## src/design/lrupr_pkg.sv

```systemverilog
// ----------------------------------------------------------------------------
// lrupr_pkg: shared types for the LRU page replacement block
// Item payloads for both channels and the control bundle sent to each cell.
// ----------------------------------------------------------------------------
`default_nettype none

package lrupr_pkg;

    localparam int PAGE_IN_W = 16;
    localparam int SLOT_W    = 4;
    localparam int COUNT_W   = 16;
    localparam logic [COUNT_W-1:0] COUNT_MAX = '1;

    // input item: one page reference
    typedef struct packed {
        logic [PAGE_IN_W-1:0] page_number;
        logic                 last_in_string;
    } lru_in_t;

    // result item
    typedef struct packed {
        logic                 hit;
        logic [SLOT_W-1:0]    frame_slot;
        logic                 evicted_valid;
        logic [PAGE_IN_W-1:0] evicted_page;
        logic [COUNT_W-1:0]   fault_count;
        logic                 string_done;
    } lru_out_t;

    // control broadcast to every frame cell
    typedef struct packed {
        logic accept;   // an item is taken this cycle
        logic clear;    // return to reset state after this item
        logic hit;      // the page is resident in some frame
    } cell_ctrl_t;

endpackage

`default_nettype wire

```

## src/design/lrupr_cell.sv

```systemverilog
// ----------------------------------------------------------------------------
// lrupr_cell: one frame of the LRU chain
// Holds page, valid mark and recency rank; passes the found flag down the
// chain and ages its rank when another frame becomes most recent.
// ----------------------------------------------------------------------------
`default_nettype none

module lrupr_cell #(
    parameter int INDEX       = 0,
    parameter int FRAME_COUNT = 4,
    parameter int PAGE_BITS   = 16,
    parameter int RANK_W      = 2
) (
    input  wire logic                  aclk,
    input  wire logic                  aresetn,
    input  wire logic [PAGE_BITS-1:0]  key,
    input  wire logic                  found_in,
    output logic                       found_out,
    input  wire lrupr_pkg::cell_ctrl_t ctrl,
    input  wire logic [RANK_W-1:0]     sel_rank,
    output logic                       target,
    output logic [RANK_W-1:0]          rank_q,
    output logic [PAGE_BITS-1:0]       page_q,
    output logic                       valid_q
);
    import lrupr_pkg::*;

    localparam logic [RANK_W-1:0] RANK_TOP   = RANK_W'(FRAME_COUNT - 1);
    localparam logic [RANK_W-1:0] RANK_RESET = RANK_W'(INDEX);

    logic [PAGE_BITS-1:0] page_reg, page_next;
    logic                 valid_reg, valid_next;
    logic [RANK_W-1:0]    rank_reg, rank_next;
    logic                 match;

    // compare and pass the found flag on; first match in chain order wins
    assign match     = valid_reg && (page_reg == key);
    assign found_out = found_in || match;
    assign target    = ctrl.hit ? (match && !found_in) : (rank_reg == '0);

    assign rank_q  = rank_reg;
    assign page_q  = page_reg;
    assign valid_q = valid_reg;

    // refill on miss, promote the target, age the more recent frames
    always_comb begin
        page_next  = page_reg;
        valid_next = valid_reg;
        rank_next  = rank_reg;
        if (ctrl.accept) begin
            if (ctrl.clear) begin
                valid_next = 1'b0;
                rank_next  = RANK_RESET;
                page_next  = '0;
            end else if (target) begin
                rank_next = RANK_TOP;
                if (!ctrl.hit) begin
                    page_next  = key;
                    valid_next = 1'b1;
                end
            end else if (rank_reg > sel_rank) begin
                rank_next = rank_reg - RANK_W'(1);
            end
        end
    end

    always_ff @(posedge aclk) begin
        if (!aresetn) begin
            valid_reg <= 1'b0;
            rank_reg  <= RANK_RESET;
        end else begin
            valid_reg <= valid_next;
            rank_reg  <= rank_next;
        end
    end

    // page payload holds no reset; it is gated by the valid mark
    always_ff @(posedge aclk) begin
        page_reg <= page_next;
    end

endmodule

`default_nettype wire

```

## src/design/lru_page_replacement.sv

```systemverilog
// Output: each accepted item's result is loaded into the output register.
// Throughput: one item per cycle unless output stalls; the frame chain compares,
//   selects and updates ranks in the accepting cycle, so the next item sees the new state.
// Reset: synchronous active-low aresetn empties all frames, sets ranks to the
//   frame index and clears the fault counter; an item marked last does the same.
// ----------------------------------------------------------------------------
// lru_page_replacement: fully associative LRU frame set
// Chain of frame cells with a shared fault counter and an output register.
// ----------------------------------------------------------------------------
`default_nettype none

module lru_page_replacement #(
    parameter int FRAME_COUNT = 4,
    parameter int PAGE_BITS   = 16
) (
    input  wire logic               aclk,
    input  wire logic               aresetn,
    input  wire logic               s_valid,
    output logic                    s_ready,
    input  wire lrupr_pkg::lru_in_t s_data,
    output logic                    m_valid,
    input  wire logic               m_ready,
    output lrupr_pkg::lru_out_t     m_data
);
    import lrupr_pkg::*;

    localparam int RANK_W = $clog2(FRAME_COUNT);

    logic                 accept;
    logic [PAGE_BITS-1:0] key;
    logic [FRAME_COUNT:0] found;
    logic [FRAME_COUNT-1:0] target;
    logic [FRAME_COUNT-1:0] cell_valid;
    logic [RANK_W-1:0]    cell_rank [FRAME_COUNT];
    logic [PAGE_BITS-1:0] cell_page [FRAME_COUNT];
    cell_ctrl_t           ctrl;
    logic                 hit;
    logic [RANK_W-1:0]    sel_rank;
    logic [SLOT_W-1:0]    slot;
    logic                 ev_valid;
    logic [PAGE_BITS-1:0] ev_page_full;
    logic [PAGE_IN_W-1:0] ev_page;
    logic [COUNT_W-1:0]   cnt_reg, cnt_next, cnt_inc;
    lru_out_t             out_reg, out_next;
    logic                 out_valid_reg, out_valid_next;

    // take an item whenever the output register is free or draining
    assign s_ready = !out_valid_reg || m_ready;
    assign accept  = s_valid && s_ready;

    // form the compare key from the page field
    generate
        if (PAGE_BITS >= PAGE_IN_W) begin : g_key_wide
            assign key = PAGE_BITS'(s_data.page_number);
        end else begin : g_key_narrow
            assign key = s_data.page_number[PAGE_BITS-1:0];
        end
    endgenerate

    assign found[0]   = 1'b0;
    assign hit        = found[FRAME_COUNT];
    assign ctrl.accept = accept;
    assign ctrl.clear  = s_data.last_in_string;
    assign ctrl.hit    = hit;

    // frame chain
    generate
        for (genvar i = 0; i < FRAME_COUNT; i++) begin : g_cell
            lrupr_cell #(
                .INDEX       (i),
                .FRAME_COUNT (FRAME_COUNT),
                .PAGE_BITS   (PAGE_BITS),
                .RANK_W      (RANK_W)
            ) u_cell (
                .aclk      (aclk),
                .aresetn   (aresetn),
                .key       (key),
                .found_in  (found[i]),
                .found_out (found[i+1]),
                .ctrl      (ctrl),
                .sel_rank  (sel_rank),
                .target    (target[i]),
                .rank_q    (cell_rank[i]),
                .page_q    (cell_page[i]),
                .valid_q   (cell_valid[i])
            );
        end
    endgenerate

    // gather rank, slot and displaced page of the one target frame
    always_comb begin
        sel_rank     = '0;
        slot         = '0;
        ev_valid     = 1'b0;
        ev_page_full = '0;
        for (int i = 0; i < FRAME_COUNT; i++) begin
            if (target[i]) begin
                sel_rank |= cell_rank[i];
                slot     |= SLOT_W'(i);
                if (!hit && cell_valid[i]) begin
                    ev_valid     = 1'b1;
                    ev_page_full |= cell_page[i];
                end
            end
        end
    end

    generate
        if (PAGE_BITS >= PAGE_IN_W) begin : g_ev_wide
            assign ev_page = ev_page_full[PAGE_IN_W-1:0];
        end else begin : g_ev_narrow
            assign ev_page = PAGE_IN_W'(ev_page_full);
        end
    endgenerate

    // saturating fault counter; drop to zero after the last item
    assign cnt_inc = (!hit && (cnt_reg != COUNT_MAX)) ? cnt_reg + COUNT_W'(1) : cnt_reg;

    always_comb begin
        cnt_next = cnt_reg;
        if (accept) begin
            cnt_next = s_data.last_in_string ? '0 : cnt_inc;
        end
    end

    // load the result register, hold it while stalled
    always_comb begin
        out_next       = out_reg;
        out_valid_next = out_valid_reg;
        if (m_ready) begin
            out_valid_next = 1'b0;
        end
        if (accept) begin
            out_valid_next         = 1'b1;
            out_next.hit           = hit;
            out_next.frame_slot    = slot;
            out_next.evicted_valid = ev_valid;
            out_next.evicted_page  = ev_page;
            out_next.fault_count   = cnt_inc;
            out_next.string_done   = s_data.last_in_string;
        end
    end

    always_ff @(posedge aclk) begin
        if (!aresetn) begin
            cnt_reg       <= '0;
            out_valid_reg <= 1'b0;
        end else begin
            cnt_reg       <= cnt_next;
            out_valid_reg <= out_valid_next;
        end
    end

    always_ff @(posedge aclk) begin
        out_reg <= out_next;
    end

    assign m_valid = out_valid_reg;
    assign m_data  = out_reg;

`ifndef SYNTH
    // exactly one frame is chosen for every item
    a_one_target: assert property (@(posedge aclk) disable iff (!aresetn)
        accept |-> $onehot(target))
        else $error("target frame not unique");

    // a hit never reports a displaced page
    a_hit_no_evict: assert property (@(posedge aclk) disable iff (!aresetn)
        m_valid && m_data.hit |-> !m_data.evicted_valid && (m_data.evicted_page == '0))
        else $error("hit with eviction");

    // the last item of a string leaves all frames empty and the counter clear
    a_clear_after_last: assert property (@(posedge aclk) disable iff (!aresetn)
        accept && s_data.last_in_string |=> (cnt_reg == '0) && (cell_valid == '0))
        else $error("state not cleared after last item");

    // a fault result carries a count that is never zero
    a_fault_counted: assert property (@(posedge aclk) disable iff (!aresetn)
        m_valid && !m_data.hit |-> (m_data.fault_count != '0))
        else $error("fault without count");
`endif

endmodule

`default_nettype wire

```

## config.mk

```make
export PLATFORM = sky130hd
export DESIGN_NAME = lru_page_replacement
export DESIGN_NICKNAME = d
export VERILOG_FILES = /design/src/design/lrupr_pkg.sv /design/src/design/lrupr_cell.sv /design/src/design/lru_page_replacement.sv
export SDC_FILE = /design/constraint.sdc
export NUM_CORES = 1
export LEC_CHECK = 0
export BUFFER_PORTS_ARGS = -buffer_cell sky130_fd_sc_hd__buf_2
export CORE_UTILIZATION = 35
export DETAILED_ROUTE_END_ITERATION = 8
export SLEW_MARGIN = 20
export SYNTH_ARGS = -nofsm -noshare
export SYNTH_HDL_FRONTEND = slang
export SYNTH_SLANG_ARGS = --single-unit
```

## constraint.sdc

```tcl
create_clock -name aclk -period 5.6 [get_ports aclk]
set_clock_uncertainty 0.15 [all_clocks]
set_input_delay 0.56 -clock aclk [delete_from_list [all_inputs] [get_ports aclk]]
set_output_delay 0.56 -clock aclk [all_outputs]
set_load 0.03 [all_outputs]
```

==> flow_summary.toml, run 1 <==
[status]
status = "finished, final reports clean"

[final_layout]
regArea_um2 = 3610
num-nets-final = 680
design_area_um2 = 7710
final_util_pct = 41.4
diodes = 0
drive_gt1_share_pct = 17.2
nFillCells = 1816
largest_register_ff_count = 64
area_growth_pct = 16.0
multi_input_area_um2 = 2780

[cts]
cts_buffers = 17
cts_tree = "yes"
cts.htree.levels = 4
post-cts-setup-buffer-count = 0
clock_latency_ps = 420
clockRootBuffer = "clkbuf_16"
cts_resized = 0
cts_hold_buf = 0
clk_pin_slew_ps = 60
clockBufferDepth = 2
cts_sinks = 130

[power_and_ir_drop]
worst_ir_drop_vdd_uv = 225
p_leak_nw = 2.83
fin_total_pwr_mw = 2.75
p_per_area_nw_per_um2 = 357

[place]
dpl-instance-area_um2 = 7110
dp_slack_ps = 791
gp_congestion = 0.931
portBuffers = 59
hpwl_mm = 12.2

[setup_path]
crit_type = "flop to flop"
critPathSlowestCell = "or4_1"
worst_ep_required_time_ps = 5800
cp-start-kind = "flop"
r2r_slack_ps = 1070
arrival_ps = 4730
crit_family = "compound AO/OA/AOI/OAI gates"
cp-end-kind = "flop"
crit_fanout = 7
path_buf_inv = 0
critPathMaxStageDelay_ps = 610
cp_cell_sequence = "xnor2_1 -> nand4_1 -> or4_1 -> o22ai_1 -> o21ba_2 -> a222oi_1 -> o21ai_0 -> ha_1 -> or2_2 -> o221a_2 -> a311oi_1 -> mux2i_1"

[drt]
via_per_inst = 5.48
wl_mm = 17.7
drc = 0
antenna_left = 0
num_vias = 4913
drt-pass1-iter-count = 5
wl_per_cell_um = 19.8
initialDrtViolationCount = 365

[die]
die_h_um = 140
die_w_um = 140
io_pins = 62
num_rows = 50
initial_utilization_pct = 35.6
core_um2 = 18600
die_area_um2 = 19500

[logic_synthesis]
yosysSeqAreaShare_pct = 54.4
synth_area_leaders = "edfxtp_1 46%, dfxtp_1 8.7%, xnor2_1 7.0%"
ys_warn_count = 0
ys_ff_latch = 130
synth_cell_types = 63
yosysTopAreaCell = "edfxtp_1"
ys.flop_type = "edfxtp_1"
synthArstFlopShare_pct = 0
syn_inst = 605
synthesis.area_um2 = 6650
yosys.area.top_type_share_pct = 45.6
synth_edf_count = 101
syn_avg_cell_area_um2 = 11.0

[worst_hold_path]
min_path_type = "input port to flop"

[timing]
rsz0062_at_grt = "false"
setup_viol = 0
worst_slew_pin_slew_ps = 954
layout_min_cycle_time_ps = 4530
fin_setup_tns_ps = 0
setup_slack_ps = 1070
drv_slew = 0
max_freq_ghz = 0.221
finalCritPeriodShare_pct = 80.9
finalHoldViolations = 0
maxSlewHeadroom_pct = 36.4

[global_route]
grt_first_pass_wirelength_mm = 27.6
grt_usage_pct = 18.8
grt_max_degree = 38
antenna_found_initial = 0
grt.overflow.total = 0
first_global_vias = 5005

[job]
maxCapViolCount = 0
[power by group]
part	switching, mW	total, mW	internal, mW
clock	0.404	1.14	0.735
combinational	0.302	0.450	0.148
sequential	0.0439	1.16	1.12
total	0.750	2.75	2.00
[synth_stat cells, types with 4 or more instances]
cell type and count:
a21oi_1 15, a222oi_1 17, a31oi_1 5, and2_1 9
and3_1 6, buf_2 7, clkbuf_1 27, dfxtp_1 29
edfxtp_1 101, ha_1 9, inv_1 22, mux2i_1 6
nand2_1 62, nand3_1 16, nand4_1 22, nor2_1 47
nor2b_1 16, nor3_1 9, nor4_1 11, o2111ai_1 4
o21ai_0 13, o22ai_1 5, or2_2 5, or3_1 7
or4_1 4, xnor2_1 53, xor2_1 24
[worst paths after layout]
kind                            cells past startpoint                         end                  startpoint
worst min register to register                      2                 cnt_reg[12]                 cnt_reg[12]
worst max-delay path                               12  g_cell[2].u_cell.rank_q[0]  g_cell[1].u_cell.page_q[1]
worst min-delay path                                3                     m_valid                     s_valid
worst max register to register                     12  g_cell[2].u_cell.rank_q[0]  g_cell[1].u_cell.page_q[1]
[per-stage QoR]
| step | cells | hold slack (ps) |
|---|---|---|
| 2_1_floorplan | 606 | 297 |
| 3_3_place_gp | 865 | 319 |
| 3_5_place_dp | 865 | 327 |
| 4_1_cts | 896 | 226 |
| 5_1_grt | 896 | 234 |
| 6_report | 896 | 237 |
[layout make-up]
cell class,count,area share [%]
well taps,234,3.80
repair buffers,65,4.41
clock buffers,19,5.61
clock inverters,12,2.14
flip-flops and latches,130,46.9
inverters,24,1.17
multi-input cells,412,36.0
[tightest hold or removal path, stage by stage]
cell and delay, ps:
buf_2 100, inv_1 40, a21oi_1 50
[kinds of logic after synthesis]
| family | share of synthesized area, % |
|---|---|
| AND/OR/NAND/NOR | 18.1 |
| flip-flops | 54.4 |
| AO/OA/AOI/OAI | 10.3 |
| XOR/XNOR | 10.1 |
| buffers and inverters | 4.10 |
| adder cells (fa/ha/maj) | 1.69 |
| multiplexers | 1.24 |
| other | 0.0564 |
[layout by cell type, fill, tap and decap left out, drive strengths merged, types with 4 or more instances in the layout]
cell / n
xor2: 24
and3: 6
or4: 6
o21ai: 14
nand2: 62
edfxtp: 101
nor4: 11
o2111ai: 4
a222oi: 17
buf: 65
mux2i: 6
nor2: 47
nor2b: 16
ha: 9
clkbuf: 19
or2: 5
or3: 7
o22ai: 5
bufinv: 4
a31oi: 5
a21oi: 15
nand3: 16
inv: 23
nor3: 9
nand4: 22
dfxtp: 29
clkinv: 7
xnor2: 53
and2: 9
[layer usage]
metal | vias up | global-route usage (%) | wire (um)
li1 | 2303 | - | -
met1 | 2425 | 21.8 | 7500
met2 | 149 | 32.9 | 8900
met3 | 36 | 4.40 | 757
met4 | 0 | 8.62 | 549
met5 | - | 0 | 0
(Power assumes the default switching activity.)
==> run 2: changes to the inputs <==
--- a/config.mk
+++ b/config.mk
@@ -5,6 +5,7 @@
 export SDC_FILE = /design/constraint.sdc
 export NUM_CORES = 1
 export LEC_CHECK = 0
+export ABC_AREA = 1
 export BUFFER_PORTS_ARGS = -buffer_cell sky130_fd_sc_hd__buf_2
 export CORE_UTILIZATION = 35
 export DETAILED_ROUTE_END_ITERATION = 8
==> constraint.sdc (replaced) <==
create_clock -name aclk -period 4.7 [get_ports aclk]
set_clock_uncertainty 0.15 [all_clocks]
set_input_delay 0.47 -clock aclk [delete_from_list [all_inputs] [get_ports aclk]]
set_output_delay 0.47 -clock aclk [all_outputs]
set_load 0.03 [all_outputs]
==> flow_summary.toml, run 2 <==
[setup_path]
reg2reg_to = "g_cell[0].u_cell.rank_q[1]"
path_buf_inv = 1
crit_top_cell = "nand2_1"
crit_family = "simple AND/OR/NAND/NOR gates"
cp-start-kind = "flop"
critPathMaxStageDelay_ps = 450
cp-startpoint = "g_cell[1].u_cell.page_q[2]"
worst_ep_required_time_ps = 4830
cp_cell_sequence = "nor2_1 -> nor2_1 -> nand2_1 -> nor2_1 -> nand3_1 -> nand2_2 -> nor2_8 -> nand3_2 -> nand2_2 -> inv_1 -> o21ai_0 -> ha_1 -> nor3_1 -> nor3_2 -> nand2_1 -> nand2_1 -> nand2_1 -> a21oi_2"
ff2ff_path_depth = 18
arrival_ps = 3700
crit_fanout = 11
crit_type = "flop to flop"
cp-end-kind = "flop"
regToRegStartpoint = "g_cell[1].u_cell.page_q[2]"
critPathSlowestCell = "edfxtp_1"
r2r_slack_ps = 1130

[global_route]
first_global_vias = 6403
grt_usage_pct = 21.5
grt_first_pass_wirelength_mm = 35.6
antenna_found_initial = 0
grt.overflow.total = 0
grt_max_degree = 29

[timing]
setup_viol = 0
finalCritPeriodShare_pct = 76.0
layout_min_cycle_time_ps = 3570
drv_slew = 0
rsz0062_at_grt = "false"
worst_slew_pin_slew_ps = 1010
fin_setup_tns_ps = 0
maxSlewHeadroom_pct = 32.5
max_freq_ghz = 0.280
finalHoldViolations = 0

[final_layout]
design_area_um2 = 8700
largest_register_ff_count = 64
area_growth_pct = 15.0
num-nets-final = 1017
diodes = 0
drive_gt1_share_pct = 16.3
nFillCells = 2184
final_cell_mix = "253 x nand2_1, 103 x inv_1, 101 x edfxtp_1"
final_common_cell = "nand2_1"
instances_no_fill = 1275

[cts]
clockRootBuffer = "clkbuf_16"
cts_hold_buf = 0
clock_latency_ps = 430
cts_tree = "yes"
cts_resized = 0
clk_pin_slew_ps = 60
cts_sinks = 130
cts_buffers = 17
clockBufferDepth = 2
post-cts-setup-buffer-count = 0
cts.htree.levels = 4

[logic_synthesis]
synthArstFlopShare_pct = 0
yosys.area.top_type_share_pct = 40.1
synth_cell_types = 50
synth_edf_count = 101
syn_avg_cell_area_um2 = 8.17
ys_warn_count = 0
yosysTopAreaCell = "edfxtp_1"
synth.most_common_cell = "nand2_1"
ys_ff_latch = 130
synthesis.area_um2 = 7570
yosysSeqAreaShare_pct = 47.7
synth_area_leaders = "edfxtp_1 40%, nand2_1 13%, dfxtp_1 7.7%"
syn_inst = 926
synthTopCellsByCount = "253 x nand2_1, 103 x inv_1, 101 x edfxtp_1"
ys.flop_type = "edfxtp_1"

[drt]
wl_mm = 22.9
initialDrtViolationCount = 655
via_per_inst = 5.17
drt-pass1-iter-count = 7
wl_per_cell_um = 17.9
drc = 0
antenna_left = 0
num_vias = 6595

[status]
status = "finished, final reports clean"

[job]
maxCapViolCount = 0

[power_and_ir_drop]
worst_ir_drop_vdd_uv = 238
p_per_area_nw_per_um2 = 361
p_leak_nw = 3.74
fin_total_pwr_mw = 3.15

[place]
portBuffers = 59
gp_congestion = 1.02
placedCellCount = 1243
hpwl_mm = 17.2
dpl-instance-area_um2 = 8130

[die]
die_w_um = 149
die_area_um2 = 22200
num_rows = 53
core_um2 = 21100
die_h_um = 149
initial_utilization_pct = 35.9
io_pins = 62

[worst_hold_path]
whs_path_depth = 2
min_path_type = "input port to flop"
min_from = "aresetn"
min_to = "g_cell[2].u_cell.rank_q[1]"
-- run 2: cell count changes in the layout (fill, tap and decap cells not counted), moves of 9 or more --
cell,before,now
a222oi_1,17,0
o211ai_1,2,11
nand2_2,0,9
nand2_1,62,253
nor3_1,9,19
xnor2_1,53,11
inv_1,22,103
nand4_1,22,52
nor2_1,44,91
nor2b_1,16,0
inv_2,1,28
nand3_1,16,60
-- run 2: worst register-to-register path, stage by stage (launching register included) --
cell      delay [ps]
edfxtp_1         450
nor2_1           280
nor2_1           140
nand2_1           80
nor2_1            60
nand3_1           90
nand2_2          100
nor2_8           170
nand3_2          110
nand2_2          250
inv_1            110
o21ai_0          440
ha_1             340
nor3_1           240
nor3_2            70
nand2_1          120
nand2_1           70
nand2_1          100
a21oi_2           50
-- run 2: report_power, final --
part           total (mW)  internal, mW  switching (mW)
Sequential           1.37          1.32          0.0446
Combinational       0.486         0.134           0.352
Clock                1.29         0.766           0.527
Total                3.15          2.22           0.923
-- run 2: final cells by class --
type / instances / area [um2] / area share (%)
clock buffers: 19 / 454 / 5.22
clock inverters: 13 / 121 / 1.39
inverters: 131 / 492 / 5.65
multi-input cells: 643 / 3350 / 38.5
flip-flops and latches: 130 / 3610 / 41.5
well taps: 275 / 344 / 3.95
repair buffers: 64 / 333 / 3.82
-- run 2: cell families after synthesis --
family	count (synthesis)	synth area share, %
buffers and inverters	154	8.12
multiplexers	1	0.149
flip-flops	130	47.7
XOR/XNOR	31	3.79
other	1	0.0495
adder cells (fa/ha/maj)	9	1.49
AND/OR/NAND/NOR	529	32.9
AO/OA/AOI/OAI	71	5.79
-- run 2: layer usage --
metal / GRT usage [%] / share of wire (%) / vias to the layer above
met4: 8.01 / 2.3 / 0
li1: - / - / 3216
met1: 29.3 / 47 / 3088
met3: 4.56 / 6.3 / 45
met5: 0 / 0 / -
met2: 33.2 / 44 / 246
-- run 2: per-stage QoR --
stage | hold WS [ps] | util, % | setup slack [ps]
2_1_floorplan | 300 | - | 1590
3_3_place_gp | 329 | 38.5 | 997
3_5_place_dp | 330 | 38.5 | 986
4_1_cts | 132 | 41.3 | 1180
5_1_grt | 137 | 41.3 | 864
6_report | 155 | 41.3 | 1130
-- run 2: worst max path at each step --
stage          slack (ps)                    endpoint  cells after the start
4_1_cts              1180  g_cell[0].u_cell.rank_q[1]                     18
3_5_place_dp          990  g_cell[0].u_cell.rank_q[1]                     20
2_1_floorplan        1590  g_cell[0].u_cell.rank_q[0]                     21
5_1_grt               860  g_cell[0].u_cell.rank_q[1]                     18
3_3_place_gp         1000  g_cell[0].u_cell.rank_q[0]                     20
6_report             1130  g_cell[0].u_cell.rank_q[1]                     18
==> run 3: changes to the inputs <==
--- a/config.mk
+++ b/config.mk
@@ -5,7 +5,7 @@
 export SDC_FILE = /design/constraint.sdc
 export NUM_CORES = 1
 export LEC_CHECK = 0
-export ABC_AREA = 1
+export ABC_AREA = 0
 export BUFFER_PORTS_ARGS = -buffer_cell sky130_fd_sc_hd__buf_2
 export CORE_UTILIZATION = 35
 export DETAILED_ROUTE_END_ITERATION = 8
==> constraint.sdc (replaced) <==
create_clock -name aclk -period 3.5 [get_ports aclk]
set_clock_uncertainty 0.15 [all_clocks]
set_input_delay 0.35 -clock aclk [delete_from_list [all_inputs] [get_ports aclk]]
set_output_delay 0.35 -clock aclk [all_outputs]
set_load 0.03 [all_outputs]
==> flow_summary.toml, run 3 (synthesis results as in run 1) <==
[power_and_ir_drop]
worst_ir_drop_vdd_uv = 323
fin_total_pwr_mw = 4.49
p_per_area_nw_per_um2 = 529
p_leak_nw = 3.27

[die]
core_um2 = 18600
die_h_um = 140
die_area_um2 = 19500
die_w_um = 140
io_pins = 62
initial_utilization_pct = 35.6
num_rows = 50

[place]
placedCellCount = 944
portBuffers = 59
hpwl_mm = 13.3
gp_congestion = 0.911
dp_slack_ps = -426

[timing]
layout_min_cycle_time_ps = 3830
fin_setup_tns_ps = -1310
setup_slack_ps = -326
drv_slew = 0
finalHoldViolations = 0
max_freq_ghz = 0.261
worst_slew_pin_slew_ps = 649
setup_viol = 8
rsz0062_at_grt = "true"
maxSlewHeadroom_pct = 56.3
finalCritPeriodShare_pct = 109

[setup_path]
crit_family = "simple AND/OR/NAND/NOR gates"
cp_cell_sequence = "xor2_1 -> or4b_4 -> or4_4 -> o2bb2ai_4 -> o21ai_4 -> a222oi_1 -> o21ai_2 -> ha_1 -> or2_4 -> o221a_4 -> a311oi_2 -> mux2i_1"
path_buf_inv = 0
critPathMaxStageDelay_ps = 540
arrival_ps = 4020
worst_ep_required_time_ps = 3690
cp-end-kind = "flop"
crit_fanout = 4
crit_type = "flop to flop"
critPathSlowestCell = "or4b_4"
cp-start-kind = "flop"

[drt]
drt-pass1-iter-count = 5
initialDrtViolationCount = 332
drc = 0
wl_mm = 18.5
num_vias = 5179
wl_per_cell_um = 18.8
via_per_inst = 5.28
antenna_left = 0

[final_layout]
final_cell_mix = "101 x edfxtp_1, 85 x buf_4, 62 x nand2_1"
final_util_pct = 45.5
final_common_cell = "edfxtp_1"
drive_gt1_share_pct = 28.9
area_growth_pct = 27.7
num-nets-final = 764
largest_register_ff_count = 64
diodes = 0
instances_no_fill = 981

[global_route]
grt_usage_pct = 19.5
first_global_vias = 5177
grt.overflow.total = 0
grt_first_pass_wirelength_mm = 28.6
grt_max_degree = 36
antenna_found_initial = 0

[cts]
clk_pin_slew_ps = 60
cts_buffers = 17
cts_hold_buf = 0
clockRootBuffer = "clkbuf_16"
cts_sinks = 130
cts.htree.levels = 4
cts_tree = "yes"
clockBufferDepth = 2
clock_latency_ps = 420

[worst_hold_path]
min_path_type = "input port to flop"

[status]
failed_checks = "negative setup slack"
status = "complete, but fails checks"

[job]
maxCapViolCount = 0
[run 3: cell count changes in the layout (fill, tap and decap cells not counted), sizes merged, moves of 13 or more]
cell    delta
a222oi    +17
buf       +85
inv      -113
nand2    -202
nand3     -49
nand4     -30
nor2      -54
nor2b     +16
nor3      -13
xnor2     +40
[run 3: final timing paths]
kind / from / endpoint / slack [ps] / cells after the start
setup / recovery: g_cell[2].u_cell.page_q[2] / g_cell[2].u_cell.rank_q[0] / -330 / 12
setup reg to reg: g_cell[2].u_cell.page_q[2] / g_cell[2].u_cell.rank_q[0] / -330 / 12
hold reg to reg: g_cell[2].u_cell.rank_q[0] / g_cell[2].u_cell.rank_q[0] / 350 / 2
hold / removal: s_valid / m_valid / 30 / 3
[run 3: cell type report]
| type | count | area [um2] |
|---|---|---|
| clock buffer | 18 | 429 |
| clock inverter | 14 | 116 |
| fill | 1730 | 10200 |
| inverter | 24 | 90.1 |
| multi-input combinational | 412 | 2910 |
| sequential | 130 | 3610 |
| tap | 234 | 293 |
| timing repair buffer | 149 | 1030 |
[run 3: metrics by stage]
step                instance area (um2)  hold slack, ps
floorplan                          6690             297
global placement                   7790             321
detailed placement                 7790             324
CTS                                8410            22.1
global route                       8480            38.2
finish                             8480            30.2
[run 3: metal layers]
layer | track usage, % | share of wire, % | wire (um)
met1 | 22.8 | 42 | 7690
met2 | 35.8 | 53 | 9740
met3 | 3.65 | 4.0 | 734
met4 | 6.07 | 1.6 | 291
met5 | 0 | 0 | 0
[run 3: what timing repair did]
item / CTS / global route
endpoints found under the setup margin: 8 / 11
pin swaps: 8 / 6
buffers inserted: 3 / 2
hold endpoints to repair: 0 / 0
gates resized for setup: 9 / 10
[run 3: worst reg2reg max path, stage by stage, from the launching register on]
cell	delay, ps
edfxtp_1	400
xor2_1	200
or4b_4	540
or4_4	460
o2bb2ai_4	190
o21ai_4	70
a222oi_1	320
o21ai_2	160
ha_1	320
or2_4	270
o221a_4	210
a311oi_2	230
mux2i_1	230
[run 3: power by group]
part	total, mW	leakage, nW	internal, mW	switching (mW)
Sequential	1.86	1.23	1.79	0.0715
Clock	1.65	0.253	0.969	0.678
Combinational	0.983	1.79	0.424	0.559
Total	4.49	3.27	3.18	1.31
